$ cat src/hw/rtl/h264fua_pkg.sv
`timescale 1ns / 1ps
package h264fua_pkg;

    localparam int MAX_NAL_BYTES = 65536;
    localparam int PACKET_LIMIT  = 1400;
    localparam int RTP_HDR_BYTES = 12;
    localparam int FU_HDR_BYTES  = 2;
    localparam int FRAG_BYTES    = PACKET_LIMIT - RTP_HDR_BYTES - FU_HDR_BYTES;
    localparam int MAX_FRAGS     = 48;
    localparam int FRAG_CAP      = 1 + MAX_FRAGS * FRAG_BYTES;
    localparam int SIZE_CAP      = (MAX_NAL_BYTES < FRAG_CAP) ? MAX_NAL_BYTES : FRAG_CAP;

    localparam int SIZE_W = 17;
    localparam int LEN_W  = 11;
    localparam int STEP_W = 17;
    localparam int ALU_W  = 32;

    localparam logic [4:0] FU_A_TYPE = 5'd28;

    localparam logic [2:0] ADDR_ENABLE = 3'd0;
    localparam logic [2:0] ADDR_STEP   = 3'd4;
    localparam logic [STEP_W-1:0] STEP_RESET = STEP_W'(3000);

    typedef enum logic [2:0] {
        ST_IDLE,
        ST_REM,
        ST_FRAG,
        ST_SEND,
        ST_ADV,
        ST_TIME
    } state_t;

    typedef enum logic {
        ALU_ADD,
        ALU_SUB
    } alu_op_t;

    typedef struct packed {
        alu_op_t            op;
        logic [ALU_W-1:0]   a;
        logic [ALU_W-1:0]   b;
    } alu_req_t;

endpackage

$ cat src/hw/rtl/h264fua_if.sv
`timescale 1ns / 1ps
interface h264fua_nal_if;
    import h264fua_pkg::*;

    logic              valid;
    logic              ready;
    logic [7:0]        nal_header;
    logic [SIZE_W-1:0] nal_size;

    modport source (output valid, nal_header, nal_size, input ready);
    modport sink (input valid, nal_header, nal_size, output ready);
endinterface

interface h264fua_pkt_if;
    import h264fua_pkg::*;

    logic             valid;
    logic             ready;
    logic [LEN_W-1:0] packet_length;
    logic [15:0]      sequence_number;
    logic [31:0]      timestamp;
    logic             marker;
    logic             fragmented;
    logic [7:0]       fu_indicator;
    logic [7:0]       fu_header;
    logic [15:0]      payload_offset;
    logic [LEN_W-1:0] payload_length;
    logic [31:0]      octet_total;
    logic             last;

    modport source (
        output valid, packet_length, sequence_number, timestamp, marker, fragmented,
               fu_indicator, fu_header, payload_offset, payload_length, octet_total, last,
        input  ready
    );
    modport sink (
        input  valid, packet_length, sequence_number, timestamp, marker, fragmented,
               fu_indicator, fu_header, payload_offset, payload_length, octet_total, last,
        output ready
    );
endinterface

$ cat src/hw/rtl/h264_rtp_fua_packetizer.sv
`timescale 1ns / 1ps
// h264 rtp fu-a packetizer, descriptor level
// nal channel: one word per nal unit (header byte, size with start code removed)
// pkt channel: one word per rtp packet (lengths, seq, timestamp, fu-a bytes,
//   payload offset and running octet total)
// apb port: sending_enabled at 0x0, timestamp_step at 0x4; write only while idle
// a unit under 1400 bytes gives one packet, a larger one up to 48 fu-a fragments
// sequencing: after the nal word is taken the remainder state and the size and octet
//   add state run before the first packet is valid; each further packet passes the
//   remainder, size and octet add, send and offset advance states, all through one shared
//   32-bit adder; a marker unit adds a timestamp advance state after its last packet
// nal ready is high only while idle; with sending disabled a word is taken and
//   dropped, and the sequencer stays idle
// a stalled receiver holds the packet word in place and the sequencer waits
// reset clears the counters to zero, disables sending and sets the step to 3000
module h264_rtp_fua_packetizer (
    input  logic        clk,
    input  logic        rst_n,
    h264fua_nal_if.sink   nal,
    h264fua_pkt_if.source pkt,
    input  logic        psel,
    input  logic        penable,
    input  logic        pwrite,
    input  logic [2:0]  paddr,
    input  logic [31:0] pwdata,
    output logic [31:0] prdata,
    output logic        pready
);
    import h264fua_pkg::*;

    state_t state_reg, state_next;

    logic              enabled_reg;
    logic [STEP_W-1:0] step_reg;
    logic [15:0]       seq_reg, seq_next;
    logic [31:0]       time_reg, time_next;
    logic [31:0]       octet_reg, octet_next;

    logic [7:0]        hdr_reg, hdr_next;
    logic [SIZE_W-1:0] total_reg, total_next;
    logic [SIZE_W-1:0] offset_reg, offset_next;
    logic [SIZE_W-1:0] rem_reg, rem_next;
    logic              frag_reg, frag_next;
    logic              first_reg, first_next;

    logic [LEN_W-1:0]  plen_reg, plen_next;
    logic [LEN_W-1:0]  flen_reg, flen_next;
    logic [7:0]        fh_reg, fh_next;
    logic              last_reg, last_next;

    alu_req_t          alu_req;
    logic [ALU_W-1:0]  alu_y;

    logic              nal_take;
    logic              pkt_take;
    logic              marker_unit;
    logic              fits;
    logic [LEN_W-1:0]  fsz;
    logic              flast;
    logic [SIZE_W-1:0] sat_size;
    logic              cfg_wr;

    h264fua_alu u_alu (
        .req (alu_req),
        .y   (alu_y)
    );

    assign pready = 1'b1;
    assign cfg_wr = psel && penable && pwrite && pready;

    always_comb
    begin
        if (paddr[2] == ADDR_STEP[2])
        begin
            prdata = {{(32-STEP_W){1'b0}}, step_reg};
        end
        else
        begin
            prdata = {31'b0, enabled_reg};
        end
    end

    always_ff @(posedge clk or negedge rst_n)
    begin
        if (!rst_n)
        begin
            enabled_reg <= 1'b0;
            step_reg    <= STEP_RESET;
        end
        else if (cfg_wr)
        begin
            if (paddr[2] == ADDR_STEP[2])
            begin
                step_reg <= pwdata[STEP_W-1:0];
            end
            else
            begin
                enabled_reg <= pwdata[0];
            end
        end
    end

    assign nal_take    = nal.valid && nal.ready;
    assign pkt_take    = pkt.valid && pkt.ready;
    assign marker_unit = (hdr_reg[4:0] < 5'd6);
    assign sat_size    = (nal.nal_size > SIZE_W'(SIZE_CAP)) ? SIZE_W'(SIZE_CAP) : nal.nal_size;

    assign fits  = (rem_reg <= SIZE_W'(FRAG_BYTES));
    assign flast = !frag_reg || fits;
    assign fsz   = flast ? rem_reg[LEN_W-1:0] : LEN_W'(FRAG_BYTES);

    // next state
    always_comb
    begin
        state_next = state_reg;
        case (state_reg)
            ST_IDLE:
            begin
                if (nal_take && enabled_reg)
                begin
                    state_next = ST_REM;
                end
            end
            ST_REM:  state_next = ST_FRAG;
            ST_FRAG: state_next = ST_SEND;
            ST_SEND:
            begin
                if (pkt_take)
                begin
                    if (!last_reg)
                    begin
                        state_next = ST_ADV;
                    end
                    else if (marker_unit)
                    begin
                        state_next = ST_TIME;
                    end
                    else
                    begin
                        state_next = ST_IDLE;
                    end
                end
            end
            ST_ADV:  state_next = ST_REM;
            ST_TIME: state_next = ST_IDLE;
            default: state_next = ST_IDLE;
        endcase
    end

    // outputs and shared adder operands
    always_comb
    begin
        nal.ready   = 1'b0;
        pkt.valid   = 1'b0;
        alu_req.op  = ALU_ADD;
        alu_req.a   = '0;
        alu_req.b   = '0;
        case (state_reg)
            ST_IDLE: nal.ready = 1'b1;
            ST_REM:
            begin
                alu_req.op = ALU_SUB;
                alu_req.a  = {{(ALU_W-SIZE_W){1'b0}}, total_reg};
                alu_req.b  = {{(ALU_W-SIZE_W){1'b0}}, offset_reg};
            end
            ST_FRAG:
            begin
                alu_req.a = octet_reg;
                alu_req.b = {{(ALU_W-LEN_W){1'b0}}, fsz}
                          + (frag_reg ? ALU_W'(FU_HDR_BYTES) : '0);
            end
            ST_SEND: pkt.valid = 1'b1;
            ST_ADV:
            begin
                alu_req.a = {{(ALU_W-SIZE_W){1'b0}}, offset_reg};
                alu_req.b = {{(ALU_W-LEN_W){1'b0}}, flen_reg};
            end
            ST_TIME:
            begin
                alu_req.a = time_reg;
                alu_req.b = {{(ALU_W-STEP_W){1'b0}}, step_reg};
            end
            default: ;
        endcase
    end

    // datapath registers
    always_comb
    begin
        hdr_next    = hdr_reg;
        total_next  = total_reg;
        offset_next = offset_reg;
        rem_next    = rem_reg;
        frag_next   = frag_reg;
        first_next  = first_reg;
        seq_next    = seq_reg;
        time_next   = time_reg;
        octet_next  = octet_reg;
        plen_next   = plen_reg;
        flen_next   = flen_reg;
        fh_next     = fh_reg;
        last_next   = last_reg;
        case (state_reg)
            ST_IDLE:
            begin
                if (nal_take)
                begin
                    hdr_next    = nal.nal_header;
                    total_next  = sat_size;
                    frag_next   = (sat_size >= SIZE_W'(PACKET_LIMIT));
                    offset_next = (sat_size >= SIZE_W'(PACKET_LIMIT)) ? SIZE_W'(1) : '0;
                    first_next  = 1'b1;
                end
            end
            ST_REM: rem_next = alu_y[SIZE_W-1:0];
            ST_FRAG:
            begin
                octet_next = alu_y;
                flen_next  = fsz;
                last_next  = flast;
                plen_next  = fsz + (frag_reg ? LEN_W'(RTP_HDR_BYTES + FU_HDR_BYTES)
                                             : LEN_W'(RTP_HDR_BYTES));
                fh_next    = frag_reg ? {first_reg, flast, 1'b0, hdr_reg[4:0]} : 8'h00;
            end
            ST_SEND:
            begin
                if (pkt_take)
                begin
                    seq_next   = seq_reg + 16'd1;
                    first_next = 1'b0;
                end
            end
            ST_ADV:  offset_next = alu_y[SIZE_W-1:0];
            ST_TIME: time_next = alu_y;
            default: ;
        endcase
    end

    always_ff @(posedge clk or negedge rst_n)
    begin
        if (!rst_n)
        begin
            state_reg <= ST_IDLE;
            seq_reg   <= '0;
            time_reg  <= '0;
            octet_reg <= '0;
        end
        else
        begin
            state_reg <= state_next;
            seq_reg   <= seq_next;
            time_reg  <= time_next;
            octet_reg <= octet_next;
        end
    end

    always_ff @(posedge clk)
    begin
        hdr_reg    <= hdr_next;
        total_reg  <= total_next;
        offset_reg <= offset_next;
        rem_reg    <= rem_next;
        frag_reg   <= frag_next;
        first_reg  <= first_next;
        plen_reg   <= plen_next;
        flen_reg   <= flen_next;
        fh_reg     <= fh_next;
        last_reg   <= last_next;
    end

    assign pkt.packet_length   = plen_reg;
    assign pkt.sequence_number = seq_reg;
    assign pkt.timestamp       = time_reg;
    assign pkt.marker          = last_reg && marker_unit;
    assign pkt.fragmented      = frag_reg;
    assign pkt.fu_indicator    = frag_reg ? {1'b0, hdr_reg[6:5], FU_A_TYPE} : 8'h00;
    assign pkt.fu_header       = fh_reg;
    assign pkt.payload_offset  = offset_reg[15:0];
    assign pkt.payload_length  = flen_reg;
    assign pkt.octet_total     = octet_reg;
    assign pkt.last            = last_reg;
endmodule

$ cat src/hw/rtl/h264fua_alu.sv
`timescale 1ns / 1ps
module h264fua_alu (
    input  h264fua_pkg::alu_req_t                req,
    output logic [h264fua_pkg::ALU_W-1:0]        y
);
    import h264fua_pkg::*;

    always_comb
    begin
        case (req.op)
            ALU_ADD: y = req.a + req.b;
            ALU_SUB: y = req.a - req.b;
            default: y = req.a;
        endcase
    end
endmodule

$ cat src/flat_wrapper.sv
// flat-port wrapper written by rule: the top's interface ports become plain ports
module h264_rtp_fua_packetizer_flat import h264fua_pkg::*;
  (clk, rst_n, psel, penable, pwrite, paddr, pwdata, prdata, pready, nal_valid, nal_nal_header, nal_nal_size, nal_ready, pkt_valid, pkt_packet_length, pkt_sequence_number, pkt_timestamp, pkt_marker, pkt_fragmented, pkt_fu_indicator, pkt_fu_header, pkt_payload_offset, pkt_payload_length, pkt_octet_total, pkt_last, pkt_ready);
  h264fua_nal_if nal_i ();
  h264fua_pkt_if pkt_i ();
  input  logic clk;
  input  logic rst_n;
  input  logic psel;
  input  logic penable;
  input  logic pwrite;
  input  logic [2:0] paddr;
  input  logic [31:0] pwdata;
  output logic [31:0] prdata;
  output logic pready;
  input wire logic [$bits(nal_i.valid)-1:0] nal_valid;
  input wire logic [$bits(nal_i.nal_header)-1:0] nal_nal_header;
  input wire logic [$bits(nal_i.nal_size)-1:0] nal_nal_size;
  output wire logic [$bits(nal_i.ready)-1:0] nal_ready;
  output wire logic [$bits(pkt_i.valid)-1:0] pkt_valid;
  output wire logic [$bits(pkt_i.packet_length)-1:0] pkt_packet_length;
  output wire logic [$bits(pkt_i.sequence_number)-1:0] pkt_sequence_number;
  output wire logic [$bits(pkt_i.timestamp)-1:0] pkt_timestamp;
  output wire logic [$bits(pkt_i.marker)-1:0] pkt_marker;
  output wire logic [$bits(pkt_i.fragmented)-1:0] pkt_fragmented;
  output wire logic [$bits(pkt_i.fu_indicator)-1:0] pkt_fu_indicator;
  output wire logic [$bits(pkt_i.fu_header)-1:0] pkt_fu_header;
  output wire logic [$bits(pkt_i.payload_offset)-1:0] pkt_payload_offset;
  output wire logic [$bits(pkt_i.payload_length)-1:0] pkt_payload_length;
  output wire logic [$bits(pkt_i.octet_total)-1:0] pkt_octet_total;
  output wire logic [$bits(pkt_i.last)-1:0] pkt_last;
  input wire logic [$bits(pkt_i.ready)-1:0] pkt_ready;
  assign nal_i.valid = nal_valid;
  assign nal_i.nal_header = nal_nal_header;
  assign nal_i.nal_size = nal_nal_size;
  assign nal_ready = nal_i.ready;
  assign pkt_valid = pkt_i.valid;
  assign pkt_packet_length = pkt_i.packet_length;
  assign pkt_sequence_number = pkt_i.sequence_number;
  assign pkt_timestamp = pkt_i.timestamp;
  assign pkt_marker = pkt_i.marker;
  assign pkt_fragmented = pkt_i.fragmented;
  assign pkt_fu_indicator = pkt_i.fu_indicator;
  assign pkt_fu_header = pkt_i.fu_header;
  assign pkt_payload_offset = pkt_i.payload_offset;
  assign pkt_payload_length = pkt_i.payload_length;
  assign pkt_octet_total = pkt_i.octet_total;
  assign pkt_last = pkt_i.last;
  assign pkt_i.ready = pkt_ready;
  h264_rtp_fua_packetizer u_core (.clk(clk), .rst_n(rst_n), .nal(nal_i), .pkt(pkt_i), .psel(psel), .penable(penable), .pwrite(pwrite), .paddr(paddr), .pwdata(pwdata), .prdata(prdata), .pready(pready));
endmodule
$ cat config.mk
export PLATFORM = sky130hd
export DESIGN_NAME = h264_rtp_fua_packetizer_flat
export DESIGN_NICKNAME = d
export VERILOG_FILES = /design/src/hw/rtl/h264fua_pkg.sv /design/src/hw/rtl/h264fua_if.sv /design/src/hw/rtl/h264_rtp_fua_packetizer.sv /design/src/hw/rtl/h264fua_alu.sv /design/src/flat_wrapper.sv
export SDC_FILE = /design/constraint.sdc
export NUM_CORES = 1
export LEC_CHECK = 0
export ABC_AREA = 1
export ABC_CLOCK_PERIOD_IN_PS = 6710
export CORE_MARGIN = 2
export CORE_UTILIZATION = 65
export DETAILED_ROUTE_END_ITERATION = 6
export DONT_BUFFER_PORTS = 1
export PLACE_DENSITY_LB_ADDON = 0.15
export SLEW_MARGIN = 30
export SYNTH_ARGS = -nofsm -noshare
export SYNTH_HDL_FRONTEND = slang
export SYNTH_SLANG_ARGS = --single-unit
$ cat constraint.sdc
create_clock -name clk -period 6.71 [get_ports clk]
set_input_delay 1.0065 -clock clk [delete_from_list [all_inputs] [get_ports clk]]
set_output_delay 1.0065 -clock clk [all_outputs]
set_load 0.01 [all_outputs]
==> results.tsv <==
metric	value	unit
Die Y	134	um
fmax	169	MHz
Synth Flop Type	dfrtp_1	
placer congestion estimate	0.930	
Least-Margin Pin Slew	0.852	ns
vias in the first global route	8085	
post-CTS sizing	0	
Fin Clk Skew	0.0110	ns
part of the cycle the worst path needs	88.2	%
gr ovfl total	0	
fillers	1305	
post-CTS setup buffers	0	
Crit Path Category	flip-flop to flip-flop	
number of synthesized flops with an enable pin	89	
first-pass GRT wire length	43000	um
count of buffer and inverter cells on the critical path	5	
Crit-path slowest cell	a211oi_1	
IO Port Bufs	0	
CTS tree	done	
Fin. Hold Viols	0	
Rows	47	
final WL	27200	um
most frequent cells in the layout	nand2_1, inv_1, nor2_1	
Setup crit start kind	flip-flop	
DRT Pass-1 Iters	5	
pwr dens	564	mW/mm2
peak supply drop	0.000279	V
# nets final	1352	
delay of the slowest cell on the worst path	0.50	ns
share of layout cells above drive strength 1	9.35	%
CP top delay family	simple AND/OR/NAND/NOR gates	
CP max FO	16	
sequential element share of the synthesized area	47.4	%
mean area per synthesized cell	8.57	um2
clock-pin slew on the worst setup and hold paths	0.07	ns
HPWL after detailed placement	19700	um
die footprint	0.0180	mm2
max-slew violation count	0	
largest net degree at the start of global routing	102	
drt via density	5.80	
clk buf depth	2	
max-cap viol count	0	
Total GRT Usage	31.0	%
CORE AREA	0.0166	mm2
initial antenna violation count	0	
worst path arrival time	6.25	ns
# diodes	0	
most common cell after layout, fill and taps aside	nand2_1	
endpoints failing setup	0	
Tmin final	5.92	ns
design area	0.0115	mm2
Max transition margin	43.2	%
status	completed	
P&R area growth vs syn	5.03	%
routed via count	8603	
# H-tree levels	4	
worst hold margin	0.254	ns
post-route ant nets	0	
capturing element type of the critical path	flip-flop	
num ports	239	
overall power	6.51	mW
Initial Util	66.3	%
FF+latch count, synth	190	
Distinct cells, synth	58	
Clk Latency, worst-skew pair	0.44	ns
hold buffer count at CTS	0	
CP required	7.04	ns
setup_tns	0	ns
Post-Syn Area	0.0110	mm2
routed wire length per instance	18.3	um
drt initial violations	758	
clock sink count	190	
DR DRC count	0	
Hold Crit Class	input pin to asynchronous set/reset pin	
Syn Inst Count	1283	
Die Span X	134	um
root buf cell	clkbuf_16	
cts bufs inserted	17	
CP dominant cell by count	nand2_1	
Leak	5.55	nW
RSZ-0062 raised after global routing	false	
warning count from the yosys run	0	
DP Area	0.0109	mm2
Synth async-reset ratio	53.2	%
-- metal layers --
metal / share of wire (%) / up-vias / global-route usage [%]
met5: 0 / - / 0
met2: 43 / 444 / 45.7
met3: 12 / 38 / 10.4
li1: - / 4095 / -
met1: 44 / 4026 / 44.3
met4: 1.5 / 0 / 8.60
-- final cells by class --
cell class                 instances  area (um2)  share of cell area (%)
sequential                       190        5210                    45.1
multi-input combinational        839        4670                    40.4
clock buffer                      17         425                    3.69
timing repair buffer               9        67.6                   0.585
tap                              220         275                    2.38
inverter                         192         721                    6.24
clock inverter                    15         179                    1.55
-- final timing paths --
check | cells past startpoint | to | start | slack (ns)
setup / recovery | 36 | u_core.pkt.timestamp[22] | u_core.rem_reg[5] | 0.79
hold / removal | 0 | u_core.pkt.sequence_number[3] | rst_n | 0.25
setup reg to reg | 36 | u_core.pkt.timestamp[22] | u_core.rem_reg[5] | 0.79
hold reg to reg | 2 | u_core.pkt.fu_header[0] | u_core.hdr_reg[0] | 0.51
max in group asynchronous | 0 | u_core.step_reg[5] | rst_n | 6.25
min in group clk | 2 | u_core.pkt.fu_header[0] | u_core.hdr_reg[0] | 0.51
-- where the power goes --
part           internal (mW)  total (mW)  leakage (nW)  switching (mW)
registers               1.76        2.17          2.12           0.413
logic                   1.03        3.29          3.14            2.26
clock network          0.563        1.04         0.293           0.481
-- kinds of logic after synthesis --
kind of cell	count (synthesis)	synth area share, %
AOI/OAI and AO/OA	201	11.2
other	2	0.0683
muxes	14	1.43
buffers and inverters	272	10.8
xor gates and xnor gates	54	4.30
DFF	190	47.4
and+or+nand+nor	514	20.6
adders and majority gates	36	4.17
-- cell usage after synthesis, types with 3 or more instances --
| library cell | number | area (um2) |
|---|---|---|
| a21o_1 | 7 | 52.6 |
| a21oi_1 | 40 | 200 |
| a21oi_2 | 3 | 26.3 |
| a221oi_1 | 9 | 78.8 |
| a22o_1 | 9 | 78.8 |
| a22oi_1 | 4 | 30.0 |
| a31oi_1 | 4 | 25.0 |
| buf_1 | 9 | 33.8 |
| buf_4 | 42 | 315 |
| clkbuf_1 | 26 | 97.6 |
| dfrtp_1 | 94 | 2350 |
| dfstp_2 | 7 | 184 |
| edfxtp_1 | 89 | 2670 |
| ha_1 | 35 | 438 |
| inv_1 | 185 | 694 |
| inv_2 | 7 | 26.3 |
| mux2_2 | 14 | 158 |
| nand2_1 | 281 | 1050 |
| nand2_2 | 7 | 43.8 |
| nand3_1 | 52 | 260 |
| nand3_2 | 8 | 80.1 |
| nand4_1 | 17 | 106 |
| nor2_1 | 101 | 379 |
| nor2_2 | 10 | 62.6 |
| nor2_4 | 3 | 33.8 |
| nor3_1 | 11 | 55.1 |
| nor4_1 | 6 | 37.5 |
| o2111ai_1 | 11 | 96.3 |
| o21a_1 | 4 | 30.0 |
| o21ai_0 | 85 | 425 |
| o22ai_1 | 9 | 56.3 |
| or2_2 | 8 | 50.1 |
| xnor2_1 | 20 | 175 |
| xor2_1 | 34 | 298 |
-- stage by stage --
step | instances | util [%] | setup WS (ns)
after global placement | 1450 | 66.0 | 1.08
after global routing | 1482 | 69.6 | 0.192
after detailed placement | 1450 | 66.0 | 0.974
after floorplan | 1301 | - | 1.74
after CTS | 1482 | 69.6 | 0.946
final | 1482 | 69.6 | 0.791
No activity file was read; power rests on OpenSTA's default activity.
